===== config.mk =====
export PLATFORM = sky130hd
export DESIGN_NAME = mt64_mul
export DESIGN_NICKNAME = d
export VERILOG_FILES = /design/src/assert_macros.svh /design/src/mt64_mul.sv
export SDC_FILE = /design/constraint.sdc
export NUM_CORES = 2
export LEC_CHECK = 0
export BUFFER_PORTS_ARGS = -buffer_cell sky130_fd_sc_hd__buf_2
export CORE_MARGIN = 5
export CORE_UTILIZATION = 45
export CTS_CLUSTER_DIAMETER = 100
export CTS_CLUSTER_SIZE = 30
export DETAILED_ROUTE_END_ITERATION = 16
export GPL_ROUTABILITY_DRIVEN = 0
export PLACE_DENSITY = 0.68
export SLEW_MARGIN = 20
export SYNTH_ARGS = -nofsm -noshare
export SYNTH_HDL_FRONTEND = slang
export SYNTH_SLANG_ARGS = --single-unit

===== constraint.sdc =====
create_clock -name clk -period 18.1 [get_ports clk]
set_clock_uncertainty 0.1 [all_clocks]
set_input_delay 0.905 -clock clk [delete_from_list [all_inputs] [get_ports clk]]
set_output_delay 0.905 -clock clk [all_outputs]
set_load 0.02 [all_outputs]

===== src/assert_macros.svh =====
// assertion macros used by the rtl
`ifndef ASSERT_MACROS_SVH
`define ASSERT_MACROS_SVH

`ifndef SYNTHESIS
`define MT_ASSERT(lbl, clk, rst, prop, msg) \
  lbl: assert property (@(posedge clk) disable iff (rst) prop) else $error(msg);
`define MT_ASSERT_ALWAYS(lbl, clk, prop, msg) \
  lbl: assert property (@(posedge clk) prop) else $error(msg);
`else
`define MT_ASSERT(lbl, clk, rst, prop, msg)
`define MT_ASSERT_ALWAYS(lbl, clk, prop, msg)
`endif

`endif


===== src/mt64_mul.sv =====
`default_nettype none

module mt64_mul (
  input  wire logic        clk,
  input  wire logic [31:0] a,
  input  wire logic [31:0] b,
  output logic      [63:0] prod
);

  always_ff @(posedge clk) begin
    prod <= 64'(a) * 64'(b);
  end

endmodule

`default_nettype wire


==> reports/qor.txt <==
Cell Area, Synth = 34700 um^2
Relative slew margins = 38.3%
final worst slack = 9.44 ns
CTS tree = built
first-pass GRT wire length = 149 mm
kind of critical path = input port to flip-flop
cts hold-fix bufs = 0
TNS Setup = 0 ns
die area = 82700 um^2
layout cells sized above 1 = 4.41%
Min Clock Period, post-route = 8.66 ns
RSZ-0062 raised after global routing = false
largest net degree at the start of global routing = 33
dominant register cell in the synthesized netlist = dfxtp_1
CTS Buffer Depth = 2
Setup-failing EPs final = 0
# DRC = 0
Final Net Count = 4892
crit path capture type = flip-flop
share of synthesized registers carrying an async set or reset = 0%
Hold WC Path Type = input port to flip-flop
root buffer cell = clkbuf_16
post-synthesis cell type count = 57
1st-iter DRT viols = 1316
largest registers = prod (64)
Post-synth EDFFs = 0
initial antenna violation count = 3
Finished Layout Cells = 4705
Final Hold Viols = 0
Worst Hold Path EP = prod[0]$_DFF_P_
Final Max Slew Viols = 0
vias in the first global route = 27800
Post-Syn Instances = 3748
drt pass-1 iters = 5
most common cell in the netlist = fa_1
Period Utilization, post-route = 47.9%
Largest Register = prod
hold path cells = 2
Least-Margin Pin Slew = 0.926 ns
Synth area leaders = fa_1, and2_1, ha_1
post-layout util = 47.4%
clk slew on worst S/H paths = 0.06 ns
Arrival @ worst endpoint = 8.84 ns
crit start category = input port
min-delay src = a[0]
cts bufs inserted = 9
Tot GR Track Use = 22.9%
share of the synthesized area in the top cell type = 51.7%
IO buf count = 128
Routed WL = 90.6 mm
Synth Net Count = 4972
max cap viols = 0
vias = 24562
grt ovf = 0
max reg flops = 64
crit path from = b[24]
cell row count = 101
wire length per cell = 19.3 um
sequential fraction of the synthesis area = 3.69%
FILL cells = 7237
cts repair resizes = 0
Core Region = 76200 um^2
Commonest cells post-synth = fa_1, inv_1, and2_1
Final ANT Viol Nets = 0
estimated wirelength of the detail-placed design = 72.9 mm
Vias/cell = 5.22
FMAX = 115 MHz
H-tree Lvls = 3
Area growth syn-to-layout = 4.19%
Starting Density = 45.5%
Post-CTS Setup Inserts = 0
yosys warns = 0
worst path required time = 18.27 ns
Chip Height = 288 um
CTS Sinks = 64
Ports = 129
run status = finished, final reports clean
dominant cell type by area after synthesis = fa_1
Place WS = 9.18 ns
placed cells = 4687
Synth Register Bits = 64
syn_area_per_cell = 9.25 um^2
Die X = 288 um
crit path max fanout = 32
## how the worst max path moves through the flow
stage                       endpoint  slack (ns)  cells after the start
finish              prod[62]$_DFF_P_        9.44                     22
global route        prod[62]$_DFF_P_        9.16                     24
floorplan           prod[62]$_DFF_P_       10.34                     25
detailed placement  prod[62]$_DFF_P_        9.18                     24
CTS                 prod[62]$_DFF_P_        9.54                     22
global placement    prod[62]$_DFF_P_        9.31                     22
## per-stage QoR
stage | instance area (um^2) | hold WS (ns)
after global placement | 35800 | 1.22
final | 36100 | 1.12
after floorplan | 34700 | 0.932
after detailed placement | 35800 | 1.22
after CTS | 36100 | 1.10
after global routing | 36100 | 1.12
## kinds of logic (layout without fill, tap and decap cells)
| logic type | Yosys count | after routing | share of synthesized area, % |
|---|---|---|---|
| simple gates | 1177 | 1177 | 17.6 |
| compound gates | 202 | 202 | 4.15 |
| flops | 64 | 64 | 3.69 |
| other cells | 0 | 2 | 0 |
| buf+inv | 1085 | 1010 | 11.8 |
| fa+ha+maj | 1159 | 1159 | 61.2 |
| mux | 1 | 1 | 0.0289 |
| xor+xnor | 60 | 60 | 1.52 |
## per-layer routing
metal	vias to the layer above	global-route usage (%)	wire length (um)
met5	-	0	13
met4	2	9.78	4880
met3	248	3.18	4720
met2	791	41.4	47300
met1	12844	27.2	33700
li1	10677	-	-
## layout by cell type (no fill, tap or decap), types with 12 or more instances in the layout
| cell | count |
|---|---|
| fa_1 | 896 |
| inv_1 | 865 |
| and2_1 | 602 |
| nand2_1 | 480 |
| ha_1 | 263 |
| buf_2 | 128 |
| dfxtp_1 | 64 |
| a21oi_1 | 63 |
| a21o_1 | 40 |
| xnor2_1 | 35 |
| xor2_1 | 25 |
| nand4_1 | 23 |
| o21ai_0 | 21 |
| nor2_1 | 20 |
| and3_1 | 14 |
| a31oi_1 | 12 |
## critical path, stage by stage
cell and delay (ns):
buf_2 0.68, nand2_1 0.17, fa_1 0.53, inv_1 0.05, fa_1 0.47, fa_1 0.58, fa_1 0.49, fa_1 0.58
fa_1 0.44, fa_1 0.49, inv_1 0.05, fa_1 0.48, inv_1 0.05, ha_1 0.43, nand4_1 0.24, or4_1 0.46
or3_1 0.37, a31oi_1 0.60, a31o_2 0.30, a211oi_1 0.10, o21ai_1 0.18, xor2_1 0.15
## layout make-up
cell class                      count  area, um^2  area share, %
Multi-Input combinational cell   2599       29300           81.1
Inverter                          865        3250           8.99
Tap cell                         1030        1290           3.57
Sequential cell                    64        1280           3.55
Timing Repair Buffer              129         648           1.79
Clock buffer                        9         225          0.623
Clock inverter                      7         119          0.329
Antenna cell                        2        5.00         0.0139
Power is left out: the tool's default activity adds up to more than one toggle a clock period on the data nets, which glitch-free logic cannot reach.
